**src/sv/assert_macros.svh**
```systemverilog
// assertion macros shared by the gesture detector modules
`ifndef ASSERT_MACROS_SVH
`define ASSERT_MACROS_SVH

// concurrent check on clk, idle while rst_n is low
`define GGD_ASSERT(label, prop, msg) \
  label: assert property (@(posedge clk) disable iff (!rst_n) (prop)) else $error(msg);

// concurrent check on clk, active during reset as well
`define GGD_ASSERT_ALWAYS(label, prop, msg) \
  label: assert property (@(posedge clk) (prop)) else $error(msg);

`endif

```
**src/sv/ggd_pkg.sv**
```systemverilog
// shared types and constants for the gyro gesture detector
package ggd_pkg;

  localparam int CFG_AW = 5;
  localparam int CFG_DW = 32;

  localparam logic [2:0] REG_VERTICAL_TRIGGER   = 3'd0;
  localparam logic [2:0] REG_VERTICAL_RETURN    = 3'd1;
  localparam logic [2:0] REG_HORIZONTAL_TRIGGER = 3'd2;
  localparam logic [2:0] REG_HORIZONTAL_RETURN  = 3'd3;
  localparam logic [2:0] REG_RELEASE_LEVEL      = 3'd4;
  localparam logic [2:0] REG_QUIET_TIME_MS      = 3'd5;

  localparam logic [14:0] RST_VERTICAL_TRIGGER   = 15'd55;
  localparam logic [14:0] RST_VERTICAL_RETURN    = 15'd25;
  localparam logic [15:0] RST_HORIZONTAL_TRIGGER = 16'd40;
  localparam logic [15:0] RST_HORIZONTAL_RETURN  = 16'd20;
  localparam logic [14:0] RST_RELEASE_LEVEL      = 15'd20;
  localparam logic [7:0]  RST_QUIET_TIME_MS      = 8'd100;

  localparam logic [1:0] HDG_UP    = 2'd0;
  localparam logic [1:0] HDG_RIGHT = 2'd1;
  localparam logic [1:0] HDG_DOWN  = 2'd2;
  localparam logic [1:0] HDG_LEFT  = 2'd3;

  typedef struct packed {
    logic [14:0] vertical_trigger;
    logic [14:0] vertical_return;
    logic [15:0] horizontal_trigger;
    logic [15:0] horizontal_return;
    logic [14:0] release_level;
    logic [7:0]  quiet_time_ms;
  } ggd_cfg_t;

  typedef struct packed {
    logic [1:0]         current_heading;
    logic               blocked;
    logic               turn_pending;
    logic [7:0]         elapsed;
    logic signed [15:0] rate_z;
    logic signed [15:0] rate_y;
    logic signed [15:0] rate_x;
  } ggd_sample_t;

  typedef struct packed {
    logic       gesture;
    logic [1:0] det;
    logic       ret_up;
    logic       ret_down;
    logic       ret_left;
    logic       ret_right;
    logic       quiet;
  } ggd_class_t;

  typedef struct packed {
    logic       is_armed;
    logic [1:0] command_direction;
    logic       command_valid;
  } ggd_result_t;

endpackage

```
**src/sv/ggd_cfg_regs.sv**
```systemverilog
// configuration register file behind the apb-style port
module ggd_cfg_regs (
  input  logic                       clk,
  input  logic                       rst_n,
  input  logic                       psel,
  input  logic                       penable,
  input  logic                       pwrite,
  input  logic [ggd_pkg::CFG_AW-1:0] paddr,
  input  logic [ggd_pkg::CFG_DW-1:0] pwdata,
  output logic [ggd_pkg::CFG_DW-1:0] prdata,
  output ggd_pkg::ggd_cfg_t          cfg
);

  ggd_pkg::ggd_cfg_t cfg_r;
  ggd_pkg::ggd_cfg_t cfg_nxt;
  logic [2:0]        reg_idx;
  logic              wr_en;

  assign reg_idx = paddr[4:2];
  assign wr_en   = psel && penable && pwrite;

  always_comb begin
    cfg_nxt = cfg_r;
    if (wr_en) begin
      case (reg_idx)
        ggd_pkg::REG_VERTICAL_TRIGGER:   cfg_nxt.vertical_trigger   = pwdata[14:0];
        ggd_pkg::REG_VERTICAL_RETURN:    cfg_nxt.vertical_return    = pwdata[14:0];
        ggd_pkg::REG_HORIZONTAL_TRIGGER: cfg_nxt.horizontal_trigger = pwdata[15:0];
        ggd_pkg::REG_HORIZONTAL_RETURN:  cfg_nxt.horizontal_return  = pwdata[15:0];
        ggd_pkg::REG_RELEASE_LEVEL:      cfg_nxt.release_level      = pwdata[14:0];
        ggd_pkg::REG_QUIET_TIME_MS:      cfg_nxt.quiet_time_ms      = pwdata[7:0];
        default: ;
      endcase
    end
  end

  always_ff @(posedge clk) begin
    if (!rst_n) begin
      cfg_r.vertical_trigger   <= ggd_pkg::RST_VERTICAL_TRIGGER;
      cfg_r.vertical_return    <= ggd_pkg::RST_VERTICAL_RETURN;
      cfg_r.horizontal_trigger <= ggd_pkg::RST_HORIZONTAL_TRIGGER;
      cfg_r.horizontal_return  <= ggd_pkg::RST_HORIZONTAL_RETURN;
      cfg_r.release_level      <= ggd_pkg::RST_RELEASE_LEVEL;
      cfg_r.quiet_time_ms      <= ggd_pkg::RST_QUIET_TIME_MS;
    end else begin
      cfg_r <= cfg_nxt;
    end
  end

  always_comb begin
    case (reg_idx)
      ggd_pkg::REG_VERTICAL_TRIGGER:   prdata = {17'd0, cfg_r.vertical_trigger};
      ggd_pkg::REG_VERTICAL_RETURN:    prdata = {17'd0, cfg_r.vertical_return};
      ggd_pkg::REG_HORIZONTAL_TRIGGER: prdata = {16'd0, cfg_r.horizontal_trigger};
      ggd_pkg::REG_HORIZONTAL_RETURN:  prdata = {16'd0, cfg_r.horizontal_return};
      ggd_pkg::REG_RELEASE_LEVEL:      prdata = {17'd0, cfg_r.release_level};
      ggd_pkg::REG_QUIET_TIME_MS:      prdata = {24'd0, cfg_r.quiet_time_ms};
      default:                         prdata = '0;
    endcase
  end

  assign cfg = cfg_r;

endmodule

```
**src/sv/ggd_classify.sv**
```systemverilog
// sample classification: gesture direction, return peaks and quiet test
module ggd_classify (
  input  ggd_pkg::ggd_sample_t smp,
  input  ggd_pkg::ggd_cfg_t    cfg,
  output ggd_pkg::ggd_class_t  cls
);

  logic signed [16:0] h;
  logic [16:0]        ah;
  logic [15:0]        az;
  logic [15:0]        ax;
  logic [15:0]        ay;
  logic               vert;
  logic               horz;
  logic               z_ret;
  logic               h_ret;

  // horizontal motion is x minus y, one bit wider to avoid overflow
  assign h  = {smp.rate_x[15], smp.rate_x} - {smp.rate_y[15], smp.rate_y};
  assign ah = h[16] ? 17'(~h + 17'sd1) : 17'(h);
  assign az = smp.rate_z[15] ? 16'(~smp.rate_z + 16'sd1) : 16'(smp.rate_z);
  assign ax = smp.rate_x[15] ? 16'(~smp.rate_x + 16'sd1) : 16'(smp.rate_x);
  assign ay = smp.rate_y[15] ? 16'(~smp.rate_y + 16'sd1) : 16'(smp.rate_y);

  assign vert = (az >= {1'b0, cfg.vertical_trigger}) && ({1'b0, az} > ah);
  assign horz = (ah >= {1'b0, cfg.horizontal_trigger}) && (ah > {1'b0, az});

  // a return peak is a sign check plus a magnitude above the return level
  assign z_ret = az > {1'b0, cfg.vertical_return};
  assign h_ret = ah > {1'b0, cfg.horizontal_return};

  always_comb begin
    cls.gesture = vert || horz;
    if (vert) begin
      cls.det = smp.rate_z[15] ? ggd_pkg::HDG_DOWN : ggd_pkg::HDG_UP;
    end else if (horz) begin
      cls.det = h[16] ? ggd_pkg::HDG_LEFT : ggd_pkg::HDG_RIGHT;
    end else begin
      cls.det = ggd_pkg::HDG_UP;
    end
    cls.ret_up    = smp.rate_z[15] && z_ret;
    cls.ret_down  = !smp.rate_z[15] && z_ret;
    cls.ret_left  = !h[16] && h_ret;
    cls.ret_right = h[16] && h_ret;
    cls.quiet     = (ax < {1'b0, cfg.release_level}) &&
                    (ay < {1'b0, cfg.release_level}) &&
                    (az < {1'b0, cfg.release_level});
  end

endmodule

```
**src/sv/ggd_tracker.sv**
```systemverilog
// arming state, return and quiet tracking, command issue
`include "assert_macros.svh"

module ggd_tracker (
  input  logic                 clk,
  input  logic                 rst_n,
  input  logic                 step_en,
  input  ggd_pkg::ggd_sample_t smp,
  input  ggd_pkg::ggd_class_t  cls,
  input  ggd_pkg::ggd_cfg_t    cfg,
  output ggd_pkg::ggd_result_t res
);

  logic       armed_r, armed_nxt;
  logic       return_seen_r, return_seen_nxt;
  logic [7:0] quiet_cnt_r, quiet_cnt_nxt;
  logic [1:0] last_r, last_nxt;
  logic       perp;
  logic       ret_hit;
  logic [8:0] q_sum;
  logic       try_issue;
  logic       cmd;

  // a direction differs from d and its opposite exactly when bit 0 differs
  assign perp = !smp.turn_pending && cls.gesture && (cls.det[0] != last_r[0]);

  always_comb begin
    case (last_r)
      ggd_pkg::HDG_UP:    ret_hit = cls.ret_up;
      ggd_pkg::HDG_DOWN:  ret_hit = cls.ret_down;
      ggd_pkg::HDG_LEFT:  ret_hit = cls.ret_left;
      ggd_pkg::HDG_RIGHT: ret_hit = cls.ret_right;
      default:            ret_hit = 1'b0;
    endcase
  end

  assign q_sum = {1'b0, quiet_cnt_r} + {1'b0, smp.elapsed};

  always_comb begin
    armed_nxt       = armed_r;
    return_seen_nxt = return_seen_r;
    quiet_cnt_nxt   = quiet_cnt_r;
    last_nxt        = last_r;
    try_issue       = 1'b0;
    if (!armed_r) begin
      if (perp) begin
        last_nxt        = cls.det;
        return_seen_nxt = 1'b0;
        quiet_cnt_nxt   = '0;
        try_issue       = 1'b1;
      end else if (!return_seen_r) begin
        if (ret_hit) begin
          return_seen_nxt = 1'b1;
          quiet_cnt_nxt   = '0;
        end
      end else if (cls.quiet) begin
        if (q_sum >= {1'b0, cfg.quiet_time_ms}) begin
          armed_nxt       = 1'b1;
          return_seen_nxt = 1'b0;
          quiet_cnt_nxt   = '0;
        end else begin
          quiet_cnt_nxt = q_sum[7:0];
        end
      end else begin
        quiet_cnt_nxt = '0;
      end
    end else if (!smp.turn_pending && !smp.blocked && cls.gesture) begin
      last_nxt        = cls.det;
      armed_nxt       = 1'b0;
      return_seen_nxt = 1'b0;
      quiet_cnt_nxt   = '0;
      try_issue       = 1'b1;
    end
  end

  assign cmd = try_issue && !smp.blocked && !smp.turn_pending &&
               (cls.det[0] != smp.current_heading[0]);

  always_comb begin
    res.command_valid     = cmd;
    res.command_direction = cmd ? cls.det : ggd_pkg::HDG_UP;
    res.is_armed          = armed_nxt;
  end

  always_ff @(posedge clk) begin
    if (!rst_n) begin
      armed_r       <= 1'b0;
      return_seen_r <= 1'b1;
      quiet_cnt_r   <= '0;
      last_r        <= ggd_pkg::HDG_UP;
    end else if (step_en) begin
      armed_r       <= armed_nxt;
      return_seen_r <= return_seen_nxt;
      quiet_cnt_r   <= quiet_cnt_nxt;
      last_r        <= last_nxt;
    end
  end

  // rearming only follows a seen return peak
  `GGD_ASSERT(a_arm_after_return, $rose(armed_r) |-> $past(return_seen_r), "armed without return")
  // disarming leaves a clean wait state
  `GGD_ASSERT(a_disarm_clean, $fell(armed_r) |-> (quiet_cnt_r == 8'd0 && !return_seen_r), "dirty disarm")
  // quiet time only accumulates while waiting for quiet
  `GGD_ASSERT(a_quiet_ctx, (quiet_cnt_r != 8'd0) |-> (return_seen_r && !armed_r), "stray quiet count")

endmodule

```
**src/sv/gyro_gesture_detector_core.sv**
```systemverilog
// top level of the gyro gesture detector: stream ports, register stages, apb port
// Takes one raw gyro sample per word and gives exactly one result word per sample:
// command_valid, command_direction (0 up, 1 right, 2 down, 3 left) and is_armed.
// A sample can be accepted every cycle while the result side takes its words; the input
// register takes it at the accepting edge and the result register takes its result from
// the input register when it moves on, with classification and the arming state update
// done in the single path between them.
// Back-pressure on the result side stalls the input register only once the result register
// is held. Registers sit at byte addresses 0x00 vertical_trigger, 0x04 vertical_return,
// 0x08 horizontal_trigger, 0x0c horizontal_return, 0x10 release_level, 0x14 quiet_time_ms;
// the user must write them only while the block is idle, which the block does not enforce.
`include "assert_macros.svh"

module gyro_gesture_detector_core (
  input  logic                       clk,
  input  logic                       rst_n,
  input  logic                       in_tvalid,
  output logic                       in_tready,
  // rate_x[15:0], rate_y[31:16], rate_z[47:32], elapsed[55:48],
  // turn_pending[56], blocked[57], current_heading[59:58], zero[63:60]
  input  logic [63:0]                in_tdata,
  output logic                       out_tvalid,
  input  logic                       out_tready,
  // command_valid[0], command_direction[2:1], is_armed[3], zero[7:4]
  output logic [7:0]                 out_tdata,
  input  logic                       cfg_psel,
  input  logic                       cfg_penable,
  input  logic                       cfg_pwrite,
  input  logic [ggd_pkg::CFG_AW-1:0] cfg_paddr,
  input  logic [ggd_pkg::CFG_DW-1:0] cfg_pwdata,
  output logic [ggd_pkg::CFG_DW-1:0] cfg_prdata,
  output logic                       cfg_pready
);

  ggd_pkg::ggd_cfg_t    cfg;
  ggd_pkg::ggd_sample_t smp_r;
  ggd_pkg::ggd_class_t  cls;
  ggd_pkg::ggd_result_t res;
  ggd_pkg::ggd_result_t res_r;
  logic                 s1_valid_r;
  logic                 out_valid_r;
  logic                 advance;

  assign cfg_pready = 1'b1;

  ggd_cfg_regs u_cfg (
    .clk     (clk),
    .rst_n   (rst_n),
    .psel    (cfg_psel),
    .penable (cfg_penable),
    .pwrite  (cfg_pwrite),
    .paddr   (cfg_paddr),
    .pwdata  (cfg_pwdata),
    .prdata  (cfg_prdata),
    .cfg     (cfg)
  );

  // the sample in the input register moves on when the result register is free
  assign advance   = s1_valid_r && (!out_valid_r || out_tready);
  assign in_tready = !s1_valid_r || advance;

  always_ff @(posedge clk) begin
    if (!rst_n) begin
      s1_valid_r <= 1'b0;
    end else if (in_tready) begin
      s1_valid_r <= in_tvalid;
    end
  end

  always_ff @(posedge clk) begin
    if (in_tready && in_tvalid) begin
      smp_r <= ggd_pkg::ggd_sample_t'(in_tdata[59:0]);
    end
  end

  ggd_classify u_classify (
    .smp (smp_r),
    .cfg (cfg),
    .cls (cls)
  );

  ggd_tracker u_tracker (
    .clk     (clk),
    .rst_n   (rst_n),
    .step_en (advance),
    .smp     (smp_r),
    .cls     (cls),
    .cfg     (cfg),
    .res     (res)
  );

  always_ff @(posedge clk) begin
    if (!rst_n) begin
      out_valid_r <= 1'b0;
    end else if (advance) begin
      out_valid_r <= 1'b1;
    end else if (out_tready) begin
      out_valid_r <= 1'b0;
    end
  end

  always_ff @(posedge clk) begin
    if (advance) begin
      res_r <= res;
    end
  end

  assign out_tvalid = out_valid_r;
  assign out_tdata  = {4'd0, res_r};

  // an empty result register never blocks the input side
  `GGD_ASSERT(a_ready_when_empty, !out_valid_r |-> in_tready, "input stalled with empty output")
  // a command always leaves the detector disarmed
  `GGD_ASSERT(a_cmd_disarmed, (out_valid_r && res_r.command_valid) |-> !res_r.is_armed, "command while armed")
  // a held result word stays put until it is taken
  `GGD_ASSERT(a_out_hold, (out_valid_r && !out_tready) |=> (out_valid_r && $stable(res_r)), "held word lost")

endmodule

```
**config.mk**
```make
export PLATFORM = sky130hd
export DESIGN_NAME = gyro_gesture_detector_core
export DESIGN_NICKNAME = d
export VERILOG_FILES = /design/src/sv/ggd_pkg.sv /design/src/sv/ggd_cfg_regs.sv /design/src/sv/ggd_classify.sv /design/src/sv/ggd_tracker.sv /design/src/sv/gyro_gesture_detector_core.sv
export VERILOG_INCLUDE_DIRS = /design/src /design/src/sv
export SDC_FILE = /design/constraint.sdc
export NUM_CORES = 1
export LEC_CHECK = 0
export ABC_AREA = 1
export BUFFER_PORTS_ARGS = -buffer_cell sky130_fd_sc_hd__buf_2
export CAP_MARGIN = 40
export CORE_MARGIN = 1.5
export CORE_UTILIZATION = 64
export DETAILED_ROUTE_END_ITERATION = 6
export GPL_TIMING_DRIVEN = 0
export HOLD_SLACK_MARGIN = 0.12
export PLACE_DENSITY = 0.94
export SETUP_SLACK_MARGIN = 0.2
export SLEW_MARGIN = 10
export SYNTH_ARGS = -nofsm -noshare
export SYNTH_HDL_FRONTEND = slang
export SYNTH_SLANG_ARGS = --single-unit
```
**constraint.sdc**
```tcl
create_clock -name clk -period 9.72 [get_ports clk]
set_clock_uncertainty 0.15 [all_clocks]
set_input_delay 1.458 -clock clk [delete_from_list [all_inputs] [get_ports clk]]
set_output_delay 1.458 -clock clk [all_outputs]
set_load 0.01 [all_outputs]
```
== After elaboration in Yosys (flattened, before gate mapping) ==
Cells that the tools add are included.

* $lt $le $gt $ge: 10
* Bitwise operators: 4
* Eq/ne operators: 11
* Muxes and demuxes: 38
* Reduce and logical (&&, ||, !) cells: 42
* $add $sub $neg: 6

{| class="wikitable"
|+ Operators by type and width
! cell !! number
|-
| one-hot mux 16 bit (6 select lines) || 1
|-
| two-way mux 8 bit || 7
|-
| adder 16 x 2 -> 16 bit, second input constant || 3
|-
| < comparator 16 x 15 -> 1 bit || 3
|-
| two-way mux 16 bit || 3
|-
| NOT 16 bit || 3
|-
| greater-than comparator 17 x 16 -> 1 bit || 2
|-
| logical AND 1 bit || 19
|-
| two-way mux 1 bit || 18
|-
| adder 17 x 2 -> 17 bit, second input constant || 1
|-
| greater-or-equal comparator 17 x 16 -> 1 bit || 1
|-
| greater-than comparator 16 x 17 -> 1 bit || 1
|-
| two-way mux 17 bit || 1
|-
| NOT 17 bit || 1
|-
| subtractor 16 x 16 -> 17 bit || 1
|-
| greater-or-equal comparator 16 x 15 -> 1 bit || 1
|-
| greater-than comparator 16 x 15 -> 1 bit || 1
|-
| two-way mux 2 bit || 7
|-
| AND reduction 2 bit || 7
|-
| adder 8 x 8 -> 9 bit || 1
|-
| greater-or-equal comparator 9 x 8 -> 1 bit || 1
|-
| == test 3 x 2 -> 1 bit, second input constant || 2
|-
| == test 3 bit, second input constant || 2
|-
| zero test 1 bit || 6
|-
| other kinds (12) || 18
|}

* Output and inout port bits: 43
* Word-level logic and storage cells: 133
* Register bits after elaboration: 162
* Input port bits: 108

== Depth between registers and ports, before layout ==
* Depth after elaboration: 15
* Mapped depth: 38
* Gate-level depth less buffers: 38

== Cells and area by module ==
A second synthesis with hierarchy kept.

* Cell total of the unflattened synthesis: 1911
* Area total of the unflattened synthesis: 13588.0 um2

{| class="wikitable"
|+ Modules (own cells, without submodules)
! module !! cells each !! times used !! area each (um2)
|-
| ggd_classify || 930 || 1 || 5680.4
|-
| ggd_cfg_regs || 693 || 1 || 4536.9
|-
| gyro_gesture_detector_core || 84 || 1 || 2062.0
|-
| ggd_tracker || 204 || 1 || 1308.8
|}

== Worst setup path after synthesis ==
No wires, ideal clock.

* Path type: reg2reg
* Start point: register smp_r[0] (netlist bit)
* End point: register u_tracker.last_r[1]
* Arrival time: 3.927 ns
* Cell stages (with the launch flop): 37
* Library setup time: 0.113 ns
* Slack: 5.530 ns
* Path buffers: 1
* Path through: edfxtp_1 -> inv_1 -> ha_1 -> fa_1 -> inv_1 -> nand3_1 -> nand2_1 -> nand2_1 -> nand3_1 -> nand3_1 -> nand2_1 -> nand2_1 -> nand2_2 -> inv_2 -> buf_6 -> o21ai_0 -> xor2_1 -> inv_1 -> ha_1 -> nand2_1 -> inv_1 -> a21oi_1 -> nand4_1 -> nand2_1 -> nand3_1 -> nand2_1 -> nand2_1 -> a21oi_1 -> nand2_1 -> nand2_2 -> nand2_1 -> nand2_1 -> nand2_1 -> nand2_2 -> clkinv_2 -> nor2_1 -> nor2_1

* Word-level cells in the longest chain between the ends: 12
* Elaborated cells on any way between the ends: 23

{| class="wikitable"
|+ RTL lines
! what !! RTL line !! text
|-
| start, declared || gyro_gesture_detector_core.sv:36 || <nowiki>ggd_pkg::ggd_sample_t smp_r;</nowiki>
|-
| start signal, assigned || gyro_gesture_detector_core.sv:72 || <nowiki>smp_r <= ggd_pkg::ggd_sample_t'(in_tdata[59:0]);</nowiki>
|-
| subtractor 16 x 16 -> 17 bit * || ggd_classify.sv:19 || <nowiki>assign h = {smp.rate_x[15], smp.rate_x} - {smp.rate_y[15], smp.rate_y};</nowiki>
|-
| NOT 17 bit || ggd_classify.sv:20 || <nowiki>assign ah = h[16] ? 17'(~h + 17'sd1) : 17'(h);</nowiki>
|-
| adder 17 x 2 -> 17 bit || ggd_classify.sv:20 ||
|-
| two-way mux 17 bit || ggd_classify.sv:20 ||
|-
| greater-or-equal comparator 17 x 16 -> 1 bit or greater-than comparator 17 x 16 -> 1 bit (tied branches) || ggd_classify.sv:26 || <nowiki>assign horz = (ah >= {1'b0, cfg.horizontal_trigger}) && (ah > {1'b0, az});</nowiki>
|-
| logical AND 1 bit || ggd_classify.sv:26 ||
|-
| two-way mux 2 bit || ggd_classify.sv:36 || <nowiki>end else if (horz) begin</nowiki>
|-
| two-way mux 2 bit || ggd_classify.sv:34 || <nowiki>if (vert) begin</nowiki>
|-
| inequality test 1 bit || ggd_tracker.sv:25 || <nowiki>assign perp = !smp.turn_pending && cls.gesture && (cls.det[0] != last_r[0]);</nowiki>
|-
| logical AND 1 bit || ggd_tracker.sv:25 ||
|-
| nonzero test 2 bit (no line) || - ||
|-
| AND reduction 3 bit (no line) || - ||
|-
| end signal, assigned || ggd_tracker.sv:90 || <nowiki>last_r <= ggd_pkg::HDG_UP;</nowiki>
|-
| end signal, assigned || ggd_tracker.sv:95 || <nowiki>last_r <= last_nxt;</nowiki>
|-
| end, declared || ggd_tracker.sv:17 || <nowiki>logic [1:0] last_r, last_nxt;</nowiki>
|}

Every way passes the cells marked *; elsewhere a longest branch is shown, timed or not. The select of a mux whose other input is x is not followed.
A chain may end at the register's enable or synchronous reset.

== Worst setup path in the final report ==
Ends and elaborated chain as after synthesis.

==> flow_summary.ini <==
[floorplan]
die-area_mm2 = 0.0196
die_h_um = 140
initial_utilization_pct = 66.1
die_x_um = 140
num_rows = 49
ios = 151
coreArea_mm2 = 0.0181

[worst_setup_path]
path_common_cell = nand2_1
endpoint_kind = register
cp_data_required_time_ps = 9950
max_stage_delay_ps = 400
regToRegSetupSlack_ps = 4260
arrival_ps = 5690
criticalPathCategory = register to register
crit_fanout = 10
crit_slowest_cell = fa_1
startpoint_type = register

[placement]
hpwl_mm = 27.3
place_congestion = 0.998
io_buffers = 106

[clock_tree]
postCtsSetupBuffers = 0
cts.sinks = 162
cts_buffers = 17
cts_tree = done
clk-insertion-delay-late_ps = 440
cts_resized = 0
path_clk_slew_ps = 60
cts_buffer_depth = 2
postCtsHoldBufs = 0
cts_htree_levels = 4
root_buffer = clkbuf_16

[grt]
grt.total_usage_pct = 36.6
antenna_found_initial = 0
grt_max_degree = 47
grt_pass1_wl_mm = 55.8
grt-ovfl-total = 0
grt_pass1_vias = 11200

[route]
wl_per_cell_um = 18.5
vias_per_cell = 6.09
drc = 16
drt_iter0_markers = 1307
ant_nets = 0
routed_wl_mm = 36.1
vias = 11900
dr.pass1.iters = 7

[cells_and_area]
final_cell_mix = nand2_1 (260), inv_1 (247), a21oi_1 (166)
antenna_cells = 0
multi_input_area_mm2 = 0.00693
seqCellArea_mm2 = 0.00387
fin_nets = 1975
fillers = 1305
area_growth_pct = 12.4
final_common_cell = nand2_1
drive_gt1_share_pct = 12.1

[yosys]
synth_mux_area_share_pct = 0
synth_area_leaders = dfxtp_1 (17%), ha_1 (16%), edfxtp_1 (16%)
yosysTopAreaCell = dfxtp_1
synth.distinct_cells = 57
dominantRegCellSynth = dfxtp_1
synthAdderAreaFrac_pct = 16.6
avgSynthCellArea_um2 = 7.68
synth-compound-area-share_pct = 16.8
syn_inst = 1562
synth_top_family_by_area = simple AND/OR/NAND/NOR gates
yosysWarnings = 0
ys_seq_area_share_pct = 32.3
synth-edff-count = 63
async_reset_ff_share_pct = 0
synthXorXnorAreaFrac_pct = 4.38
synthesis.area_mm2 = 0.0120
synth_seq_cells = 162
yosys.area_share.simple_pct = 19.3
synth_top_area_share_pct = 16.5

[timing]
final.min_clock_period_ps = 5460
tightest_slew_ps = 890
rsz0062_at_grt = no
setup_viol_count_final = 0
max-slew-margin-rel_pct = 40.0
finalHoldViolCount = 0
fmax_ghz = 0.183
hold_ws_ps = 328
period_share_pct = 56.1
drv_slew = 0
fin_setup_tns_ps = 0

[worst_hold_path]
hp-class = register to register

[run]
maxCapViolCount = 0

[pwr]
leakage_nw = 6.36
max-vdd-ir-drop_v = 0.000138
p_per_area_mw_per_mm2 = 154

[status]
outcome = finished, violations left
violations = DRC
## cells in the mapped netlist, types with 5 or more instances
library cell	number
a21oi_1	166
a221oi_1	6
buf_4	21
clkbuf_1	24
dfxtp_1	99
edfxtp_1	63
ha_1	156
inv_1	248
nand2_1	260
nand2_2	19
nand2_4	5
nand3_1	61
nand3_2	5
nand3b_1	5
nand4_1	21
nor2_1	103
nor3_1	24
nor4_1	5
o211ai_1	16
o21ai_0	102
o221ai_1	12
o22ai_1	14
o31ai_1	7
xnor2_1	11
xor2_1	49
## flip-flops by register name, indices dropped and copies added (netlist names)
signal / flops
out_tvalid: 1
u_tracker.armed_r: 1
s1_valid_r: 1
u_tracker.last_r: 2
out_tdata: 4
smp_r: 59
u_cfg.cfg: 85
u_tracker.quiet_cnt_r: 8
u_tracker.return_seen_r: 1
## path summary, 6_finish.rpt
check | cells past startpoint | startpoint | endpoint
hold reg to reg | 2 | u_tracker.return_seen_r$_SDFFE_PN1P_ | u_tracker.return_seen_r$_SDFFE_PN1P_
setup / recovery | 37 | smp_r[0]$_DFFE_PP_ | u_tracker.last_r[1]$_SDFFE_PN0P_
hold / removal | 2 | u_tracker.return_seen_r$_SDFFE_PN1P_ | u_tracker.return_seen_r$_SDFFE_PN1P_
setup reg to reg | 37 | smp_r[0]$_DFFE_PP_ | u_tracker.last_r[1]$_SDFFE_PN0P_
## through the flow
stage	worst slack, ps	cells	power, mW	util (%)	area (um^2)
after global routing	3930	1951	2.18	74.3	13500
after floorplan	5530	1581	1.21	-	12100
after detailed placement	4490	1919	1.39	71.2	12900
final	4260	1951	2.08	74.3	13500
after global placement	4670	1916	1.36	71.0	12900
after CTS	4450	1951	2.06	74.3	13500
## cells by family after synthesis
group / after synthesis
and+or+nand+nor: 521
AOI/OAI and AO/OA: 355
other: 2
xor gates and xnor gates: 60
DFF: 162
buffers and inverters: 304
adders and majority gates: 158
## report_power, final
part,switching [mW],internal [mW]
combinational,0.431,0.237
clock,0.279,0.387
sequential,0.0174,0.731
total,0.728,1.35
## worst max-delay path: cells and delay by family (launching register included)
family	cells	cell delay [ps]
AOI/OAI and AO/OA	3	500
xor gates and xnor gates	1	240
adders and majority gates	3	940
buffers and inverters	7	760
DFF	1	390
and+or+nand+nor	23	2430
## final cells by class
type                    count  share of cell area [%]
flip-flops and latches    162                    28.7
multi-input cells        1115                    51.4
well taps                 229                    2.12
clock buffers              26                    3.75
inverters                 255                    7.11
repair buffers            109                    4.16
plain buffers              49                    2.25
clock inverters             6                   0.510
## routing by layer
| metal | track usage [%] | wire [um] |
|---|---|---|
| met1 | 43.3 | 13100 |
| met2 | 60.0 | 16400 |
| met3 | 10.2 | 4400 |
| met4 | 20.9 | 2100 |
| met5 | 0 | 0 |
Power figures use the tool's default switching activity.
